--- config.mk ---
export PLATFORM = sky130hd
export DESIGN_NAME = integer_calculator_alu_core
export DESIGN_NICKNAME = d
export VERILOG_FILES = /design/src/rtl/core/ica_pkg.sv /design/src/rtl/core/integer_calculator_alu_core.sv
export VERILOG_INCLUDE_DIRS = /design/src /design/src/rtl/core
export SDC_FILE = /design/constraint.sdc
export NUM_CORES = 2
export LEC_CHECK = 0
export ABC_AREA = 1
export BUFFER_PORTS_ARGS = -buffer_cell sky130_fd_sc_hd__buf_4
export CAP_MARGIN = 20
export CORE_MARGIN = 2
export CORE_UTILIZATION = 40
export CTS_CLUSTER_DIAMETER = 80
export DETAILED_ROUTE_END_ITERATION = 8
export PLACE_DENSITY = 0.52
export SETUP_SLACK_MARGIN = 0.3
export SLEW_MARGIN = 20
export SYNTH_ARGS = -nofsm -noshare
export SYNTH_HDL_FRONTEND = slang
export SYNTH_SLANG_ARGS = --single-unit
--- constraint.sdc ---
create_clock -name clock -period 11.51 [get_ports clock]
set_clock_uncertainty 0.05 [all_clocks]
set_input_delay 2.302 -clock clock [delete_from_list [all_inputs] [get_ports clock]]
set_output_delay 2.302 -clock clock [all_outputs]
set_load 0.01 [all_outputs]
--- src/rtl/core/integer_calculator_alu_core_assert.svh ---
// integer_calculator_alu_core_assert.svh: assertion macros for the integer ALU core.
// Needs nothing else; included by integer_calculator_alu_core.sv.
`ifndef INTEGER_CALCULATOR_ALU_CORE_ASSERT_SVH
`define INTEGER_CALCULATOR_ALU_CORE_ASSERT_SVH

// Consequent checked in the same cycle as the antecedent.
`define ICA_ASSERT_NOW(label, clk, rst, ante, cons) \
   label: assert property (@(posedge clk) disable iff (rst) (ante) |-> (cons)) \
      else $error("integer ALU core assertion failed");

// Consequent checked in the cycle after the antecedent.
`define ICA_ASSERT_NEXT(label, clk, rst, ante, cons) \
   label: assert property (@(posedge clk) disable iff (rst) (ante) |=> (cons)) \
      else $error("integer ALU core assertion failed");

`endif

--- src/rtl/core/ica_pkg.sv ---
// ica_pkg: opcodes, status codes, result type and saturation helpers of the integer ALU.
// Depends on nothing; used by integer_calculator_alu_core.
package ica_pkg;

   localparam logic [3:0] FUNC_ADD  = 4'd1;
   localparam logic [3:0] FUNC_SUB  = 4'd2;
   localparam logic [3:0] FUNC_MUL  = 4'd3;
   localparam logic [3:0] FUNC_DIV  = 4'd4;
   localparam logic [3:0] FUNC_POW  = 4'd5;
   localparam logic [3:0] FUNC_SQRT = 4'd6;
   localparam logic [3:0] FUNC_ABS  = 4'd7;

   localparam logic [1:0] STATUS_OK  = 2'd0;
   localparam logic [1:0] STATUS_ERR = 2'd1;
   localparam logic [1:0] STATUS_OVF = 2'd2;
   localparam logic [1:0] STATUS_INV = 2'd3;

   localparam logic [31:0] MAX_POS    = 32'h7FFF_FFFF;
   localparam logic [31:0] MIN_NEG    = 32'h8000_0000;
   localparam logic [31:0] POW_CAP    = 32'h8000_0001;
   localparam logic [31:0] SQRT_FIRST = 32'h4000_0000;

   typedef struct packed {
      logic [31:0] result;
      logic [1:0]  status;
   } alu_out_type;

   // Saturate a 33-bit two's complement value to 32 bits.
   function automatic alu_out_type sat33(input logic [32:0] v);
      alu_out_type o;
      o.result = v[31:0];
      o.status = STATUS_OK;
      if (!v[32] && v[31]) begin
         o.result = MAX_POS;
         o.status = STATUS_OVF;
      end else if (v[32] && !v[31]) begin
         o.result = MIN_NEG;
         o.status = STATUS_OVF;
      end
      return o;
   endfunction

   // Apply a sign to an unsigned magnitude and saturate to 32 bits.
   function automatic alu_out_type sat_mag(input logic neg, input logic [63:0] mag);
      alu_out_type o;
      o.status = STATUS_OK;
      if (neg) begin
         if (mag > {32'd0, MIN_NEG}) begin
            o.result = MIN_NEG;
            o.status = STATUS_OVF;
         end else begin
            o.result = 32'd0 - mag[31:0];
         end
      end else begin
         if (mag > {32'd0, MAX_POS}) begin
            o.result = MAX_POS;
            o.status = STATUS_OVF;
         end else begin
            o.result = mag[31:0];
         end
      end
      return o;
   endfunction

   // Clamp a power product to a value above both result limits.
   function automatic logic [31:0] pow_cap(input logic [63:0] p);
      logic [31:0] c;
      c = (p > {32'd0, POW_CAP}) ? POW_CAP : p[31:0];
      return c;
   endfunction

endpackage

--- src/rtl/core/integer_calculator_alu_core.sv ---
// integer_calculator_alu_core: add, sub, mul, div, pow, sqrt, abs on signed 32-bit operands.
// Add, sub, abs, error cases, invalid codes: strobe in the cycle after start, busy stays low.
// Multiply: state S_MUL through the 32x32 multiplier, then the registered strobe. Divide:
// one quotient bit per cycle on the shared subtractor, then S_FIN. Square root: S_SQRT, then S_FIN.
// Power: one multiplier pass per set exponent bit and per squaring, then S_FIN.
// One transaction at a time; sync reset clears the sequencer, strobe and last result.
module integer_calculator_alu_core (
   input  logic               clock,
   input  logic               reset,
   input  logic               start,
   output logic               busy,
   input  logic [3:0]         req_func,
   input  logic signed [31:0] req_operand_a,
   input  logic signed [31:0] req_operand_b,
   output logic               rsp_valid,
   output logic signed [31:0] rsp_result,
   output logic [1:0]         rsp_status
);

`include "integer_calculator_alu_core_assert.svh"

   localparam logic [2:0] S_IDLE  = 3'd0;
   localparam logic [2:0] S_MUL   = 3'd1;
   localparam logic [2:0] S_DIV   = 3'd2;
   localparam logic [2:0] S_SQRT  = 3'd3;
   localparam logic [2:0] S_POW_M = 3'd4;
   localparam logic [2:0] S_POW_S = 3'd5;
   localparam logic [2:0] S_FIN   = 3'd6;

   logic [2:0]  state_ff, state_in;
   logic [31:0] rem_ff, rem_in;
   logic [31:0] quo_ff, quo_in;
   logic [31:0] aux_ff, aux_in;
   logic [4:0]  cnt_ff, cnt_in;
   logic        neg_ff, neg_in;
   logic [31:0] last_result_ff, last_result_in;
   logic        rsp_valid_ff, rsp_valid_in;
   logic [31:0] rsp_result_ff, rsp_result_in;
   logic [1:0]  rsp_status_ff, rsp_status_in;

   logic [31:0] opa_u, opb_u, mag_a, mag_b;
   logic [31:0] mul_y;
   logic [63:0] mul_p;
   logic [32:0] sub_x, sub_y;
   logic [33:0] sub_d;
   logic        sub_ge;
   logic [31:0] sqrt_t;
   logic [31:0] e_next;
   logic        accept;
   logic        emit, keep_last;
   ica_pkg::alu_out_type emit_out;

   assign accept = start && !busy;
   assign opa_u  = req_operand_a;
   assign opb_u  = req_operand_b;
   assign mag_a  = opa_u[31] ? (32'd0 - opa_u) : opa_u;
   assign mag_b  = opb_u[31] ? (32'd0 - opb_u) : opb_u;

   // shared multiplier
   assign mul_y = (state_ff == S_POW_S) ? rem_ff : quo_ff;
   assign mul_p = 64'(rem_ff) * 64'(mul_y);

   // shared subtractor
   assign sqrt_t = quo_ff + aux_ff;
   assign sub_x  = (state_ff == S_DIV) ? {rem_ff, quo_ff[31]} : {1'b0, rem_ff};
   assign sub_y  = (state_ff == S_DIV) ? {1'b0, aux_ff} : {1'b0, sqrt_t};
   assign sub_d  = {1'b0, sub_x} - {1'b0, sub_y};
   assign sub_ge = !sub_d[33];
   assign e_next = aux_ff >> 1;

   always_comb begin
      state_in       = state_ff;
      rem_in         = rem_ff;
      quo_in         = quo_ff;
      aux_in         = aux_ff;
      cnt_in         = cnt_ff;
      neg_in         = neg_ff;
      emit           = 1'b0;
      keep_last      = 1'b0;
      emit_out       = '{result: 32'd0, status: ica_pkg::STATUS_OK};
      unique case (state_ff)
         S_IDLE: begin
            if (accept) begin
               unique case (req_func)
                  ica_pkg::FUNC_ADD: begin
                     emit     = 1'b1;
                     emit_out = ica_pkg::sat33({opa_u[31], opa_u} + {opb_u[31], opb_u});
                  end
                  ica_pkg::FUNC_SUB: begin
                     emit     = 1'b1;
                     emit_out = ica_pkg::sat33({opa_u[31], opa_u} - {opb_u[31], opb_u});
                  end
                  ica_pkg::FUNC_ABS: begin
                     emit     = 1'b1;
                     emit_out = ica_pkg::sat33({1'b0, mag_a});
                  end
                  ica_pkg::FUNC_MUL: begin
                     rem_in   = mag_a;
                     quo_in   = mag_b;
                     neg_in   = opa_u[31] ^ opb_u[31];
                     state_in = S_MUL;
                  end
                  ica_pkg::FUNC_DIV: begin
                     if (opb_u == 32'd0) begin
                        emit     = 1'b1;
                        emit_out = '{result: 32'd0, status: ica_pkg::STATUS_ERR};
                     end else begin
                        rem_in   = 32'd0;
                        quo_in   = mag_a;
                        aux_in   = mag_b;
                        cnt_in   = 5'd0;
                        neg_in   = opa_u[31] ^ opb_u[31];
                        state_in = S_DIV;
                     end
                  end
                  ica_pkg::FUNC_POW: begin
                     priority if (opb_u[31]) begin
                        emit = 1'b1;
                        priority if (opa_u == 32'd0) begin
                           emit_out = '{result: 32'd0, status: ica_pkg::STATUS_ERR};
                        end else if (opa_u == 32'd1) begin
                           emit_out = '{result: 32'd1, status: ica_pkg::STATUS_OK};
                        end else if (opa_u == 32'hFFFF_FFFF) begin
                           emit_out = '{result: (opb_u[0] ? 32'hFFFF_FFFF : 32'd1),
                                        status: ica_pkg::STATUS_OK};
                        end else begin
                           emit_out = '{result: 32'd0, status: ica_pkg::STATUS_OK};
                        end
                     end else if (opb_u == 32'd0) begin
                        emit     = 1'b1;
                        emit_out = '{result: 32'd1, status: ica_pkg::STATUS_OK};
                     end else begin
                        rem_in   = mag_a;
                        quo_in   = 32'd1;
                        aux_in   = opb_u;
                        neg_in   = opa_u[31] & opb_u[0];
                        state_in = opb_u[0] ? S_POW_M : S_POW_S;
                     end
                  end
                  ica_pkg::FUNC_SQRT: begin
                     if (opa_u[31]) begin
                        emit     = 1'b1;
                        emit_out = '{result: 32'd0, status: ica_pkg::STATUS_ERR};
                     end else begin
                        rem_in   = opa_u;
                        quo_in   = 32'd0;
                        aux_in   = ica_pkg::SQRT_FIRST;
                        neg_in   = 1'b0;
                        state_in = S_SQRT;
                     end
                  end
                  default: begin
                     emit      = 1'b1;
                     keep_last = 1'b1;
                     emit_out  = '{result: last_result_ff, status: ica_pkg::STATUS_INV};
                  end
               endcase
            end
         end
         S_MUL: begin
            emit     = 1'b1;
            emit_out = ica_pkg::sat_mag(neg_ff, mul_p);
            state_in = S_IDLE;
         end
         S_DIV: begin
            if (sub_ge) begin
               rem_in = sub_d[31:0];
            end else begin
               rem_in = {rem_ff[30:0], quo_ff[31]};
            end
            quo_in = {quo_ff[30:0], sub_ge};
            cnt_in = cnt_ff + 5'd1;
            if (cnt_ff == 5'd31) begin
               state_in = S_FIN;
            end
         end
         S_SQRT: begin
            if (sub_ge) begin
               rem_in = sub_d[31:0];
               quo_in = (quo_ff >> 1) + aux_ff;
            end else begin
               quo_in = quo_ff >> 1;
            end
            aux_in = aux_ff >> 2;
            if (aux_ff[0]) begin
               state_in = S_FIN;
            end
         end
         S_POW_M: begin
            quo_in   = ica_pkg::pow_cap(mul_p);
            state_in = S_POW_S;
         end
         S_POW_S: begin
            aux_in = e_next;
            if (e_next != 32'd0) begin
               rem_in   = ica_pkg::pow_cap(mul_p);
               state_in = e_next[0] ? S_POW_M : S_POW_S;
            end else begin
               state_in = S_FIN;
            end
         end
         S_FIN: begin
            emit     = 1'b1;
            emit_out = ica_pkg::sat_mag(neg_ff, {32'd0, quo_ff});
            state_in = S_IDLE;
         end
         default: begin
            state_in = S_IDLE;
         end
      endcase
      if (emit) begin
         state_in = S_IDLE;
      end
   end

   always_comb begin
      rsp_valid_in   = emit;
      rsp_result_in  = emit ? emit_out.result : rsp_result_ff;
      rsp_status_in  = emit ? emit_out.status : rsp_status_ff;
      last_result_in = (emit && !keep_last) ? emit_out.result : last_result_ff;
   end

   always_ff @(posedge clock) begin
      if (reset) begin
         state_ff       <= S_IDLE;
         rsp_valid_ff   <= 1'b0;
         last_result_ff <= 32'd0;
      end else begin
         state_ff       <= state_in;
         rsp_valid_ff   <= rsp_valid_in;
         last_result_ff <= last_result_in;
      end
   end

   always_ff @(posedge clock) begin
      rem_ff        <= rem_in;
      quo_ff        <= quo_in;
      aux_ff        <= aux_in;
      cnt_ff        <= cnt_in;
      neg_ff        <= neg_in;
      rsp_result_ff <= rsp_result_in;
      rsp_status_ff <= rsp_status_in;
   end

   assign busy       = (state_ff != S_IDLE);
   assign rsp_valid  = rsp_valid_ff;
   assign rsp_result = rsp_result_ff;
   assign rsp_status = rsp_status_ff;

   `ICA_ASSERT_NOW(a_strobe_when_idle, clock, reset, rsp_valid, !busy)
   `ICA_ASSERT_NOW(a_result_tracks_last, clock, reset, rsp_valid, rsp_result_ff == last_result_ff)
   `ICA_ASSERT_NEXT(a_add_one_cycle, clock, reset, accept && (req_func == ica_pkg::FUNC_ADD), rsp_valid && !busy)
   `ICA_ASSERT_NEXT(a_div_runs, clock, reset, accept && (req_func == ica_pkg::FUNC_DIV) && (req_operand_b != 32'sd0), busy && !rsp_valid)

endmodule
==> impl_metrics.env <==
export IMPL_clk_pin_slew_ns=0.08
export IMPL_setup_tns_ns=0
export IMPL_critPathMostFrequentCell="nand2_1"
export IMPL_avgSynthCellArea_sq_um=6.84
export IMPL_ctsRootBufferMaster="clkbuf_16"
export IMPL_syn_area_sq_mm=0.0598
export IMPL_post_route_min_period_ns=10.94
export IMPL_timing_worst_setup_path_type="reg2reg"
export IMPL_cp_slowest_cell="fa_1"
export IMPL_wl_per_cell_um=27.6
export IMPL_grt_use_total_pct=38.3
export IMPL_slew_limit_headroom_pct=27.2
export IMPL_worst_skew_pair_late_latency_ns=0.50
export IMPL_antenna_found_initial=15
export IMPL_final_net_count=10152
export IMPL_hold_path_class="reg2reg"
export IMPL_drive_gt1_share_pct=5.24
export IMPL_maxCapViolCount=0
export IMPL_multiInputGateArea_sq_mm=0.0470
export IMPL_cts_sinks=172
export IMPL_synthArstFlopShare_pct=0
export IMPL_gp_congestion=1.03
export IMPL_grt_max_degree=85
export IMPL_finalHoldViolCount=0
export IMPL_numCtsBuffers=17
export IMPL_rows=141
export IMPL_syn2layout_area_growth_pct=7.23
export IMPL_cp_slowest_stage_delay_ns=0.61
export IMPL_synthesis_nets=10150
export IMPL_tightest_slew_ns=1.08
export IMPL_die_y_um=391
export IMPL_placed_cells=10656
export IMPL_grt_first_pass_wirelength_um=418000
export IMPL_initial_core_util_pct=40.4
export IMPL_drc=0
export IMPL_dieArea_sq_mm=0.153
export IMPL_crit_required_ns=11.80
export IMPL_synth_fa_ha_area_share_pct=39.3
export IMPL_post_route_period_util_pct=95.0
export IMPL_critPathCaptureType="register"
export IMPL_ios=107
export IMPL_core_sq_mm=0.148
export IMPL_setup_violations=0
export IMPL_synth_xor_area_share_pct=2.61
export IMPL_clk_path_buf_depth=2
export IMPL_vias=60460
export IMPL_synth_compound_area_share_pct=10.5
export IMPL_synth_common_cells="nand2_1, inv_1, nor2_1, fa_1, ha_1"
export IMPL_path_max_fanout=42
export IMPL_synth_ff_type="edfxtp_1"
export IMPL_synth_mux_area_share_pct=0.0188
export IMPL_yosysMostFrequentCell="nand2_1"
export IMPL_htree_levels=4
export IMPL_synth_top_family_by_area="adder cells"
export IMPL_synth_edf_count=136
export IMPL_seq_area_frac_synth_pct=8.04
export IMPL_port_buffers=106
export IMPL_post_dp_cell_area_sq_mm=0.0635
export IMPL_arrival_ns=11.23
export IMPL_ys_ff_latch=172
export IMPL_grt_pass1_vias=59799
export IMPL_drt_pass1_iterations=8
export IMPL_via_per_inst=5.65
export IMPL_ys_warnings_count=0
export IMPL_r2r_setup_slack_ns=0.57
export IMPL_status="finished clean"
export IMPL_yosys_top_cells_area="fa_1, nand2_1, inv_1"
export IMPL_postLayoutCellArea_sq_mm=0.0641
export IMPL_syn_inst=8743
export IMPL_seqCellArea_sq_mm=0.00480
export IMPL_max_freq_mhz=91.4
export IMPL_die_x_um=391
export IMPL_worst_hold_slack_ns=0.493
export IMPL_final_antenna_net_count=0
export IMPL_drt_wl_total_um=296000
export IMPL_rsz0062_at_grt="no"
export IMPL_ys_types=66
export IMPL_yosysTopAreaCell="fa_1"
export IMPL_grt_ovfl_total=0
export IMPL_hpwlAfterDp_um=247000
export IMPL_drt_iter0_drc=6065
export IMPL_cts_tree="built"
export IMPL_yosysTopAreaCellShare_pct=30.2
export IMPL_synth_simple_gate_area_share_pct=26.1
export IMPL_stdcell_count=10694
export IMPL_setup_worst_path_start_class="register"
export IMPL_nFillCells=15870
export IMPL_maxSlewViolCount=0
-- sequential cells by signal (all words and copies together), names as in the netlist --
register,count
neg_ff,1
aux_ff,32
rsp_status,2
rsp_valid,1
rsp_result,32
last_result_ff,32
cnt_ff,5
state_ff,3
rem_ff,32
quo_ff,32
-- final timing paths --
path	startpoint	endpoint	cells after the start
max	state_ff[0]	rem_ff[21]	42
min	last_result_ff[21]	last_result_ff[21]	4
max reg2reg	state_ff[0]	rem_ff[21]	42
min reg2reg	last_result_ff[21]	last_result_ff[21]	4
-- through the flow --
stage | util [%] | setup slack [ns]
floorplan | - | 3.14
global placement | 42.9 | 0.869
CTS | 43.3 | 0.679
global route | 43.3 | 0.331
detailed placement | 42.9 | 0.736
finish | 43.3 | 0.570
-- cell type report --
class / instances / share of cell area [%]
multi-input combinational: 6429 / 73.3
inverter: 1794 / 10.5
sequential: 172 / 7.49
timing repair buffer: 331 / 3.97
tap: 1930 / 3.77
clock buffer: 17 / 0.664
clock inverter: 14 / 0.275
antenna: 7 / 0.0273
-- cells by family (layout without fill, tap and decap cells) --
group / after synthesis / after routing
AOI/OAI and AO/OA: 1096 / 1096
muxes: 1 / 1
xor gates and xnor gates: 177 / 177
other: 0 / 7
DFF: 172 / 172
and+or+nand+nor: 3819 / 3819
buffers and inverters: 2142 / 2156
adders and majority gates: 1336 / 1336
-- layer usage --
layer  wire (um)  global-route usage [%]  vias to the layer above
met1      109000                    45.3                    29525
met3       21800                    5.26                      867
li1            -                       -                    26996
met4       29800                    31.8                       14
met5         104                       0                        -
met2      135000                    61.9                     3058
-- layout by cell type (no fill, tap or decap), types with 19 or more instances in the layout --
master,count
nand2_1,2223
inv_1,1747
nor2_1,918
fa_1,901
ha_1,435
a21oi_1,419
o21ai_0,364
nand3_1,332
buf_4,327
nand4_1,144
edfxtp_1,136
xor2_1,128
nor3_1,70
xnor2_1,46
o211ai_1,46
o22ai_1,39
o2111ai_1,38
dfxtp_1,36
clkinv_1,31
o221ai_1,31
nand2_2,29
nor4_1,28
nand3b_1,24
o21ai_1,23
a31oi_1,19
-- worst max-delay path: cells and delay by family (launching register included) --
family / cells / cell delay, ns
AO/OA/AOI/OAI: 3 / 1.19
adder cells (fa/ha/maj): 9 / 4.46
buffers and inverters: 11 / 1.68
flip-flops: 1 / 0.43
AND/OR/NAND/NOR: 19 / 2.91
-- what timing repair did --
| item | 4_1_cts | 5_1_grt |
|---|---|---|
| gates resized for setup | 0 | 1 |
| setup endpoints to repair | 0 | 22 |
| buffers inserted | 0 | 0 |
| hold buffers | 0 | 0 |
| hold endpoints to repair | 0 | 0 |
Power is left out: the tool's default activity adds up to more than one toggle a clock period on the data nets, which glitch-free logic cannot reach.
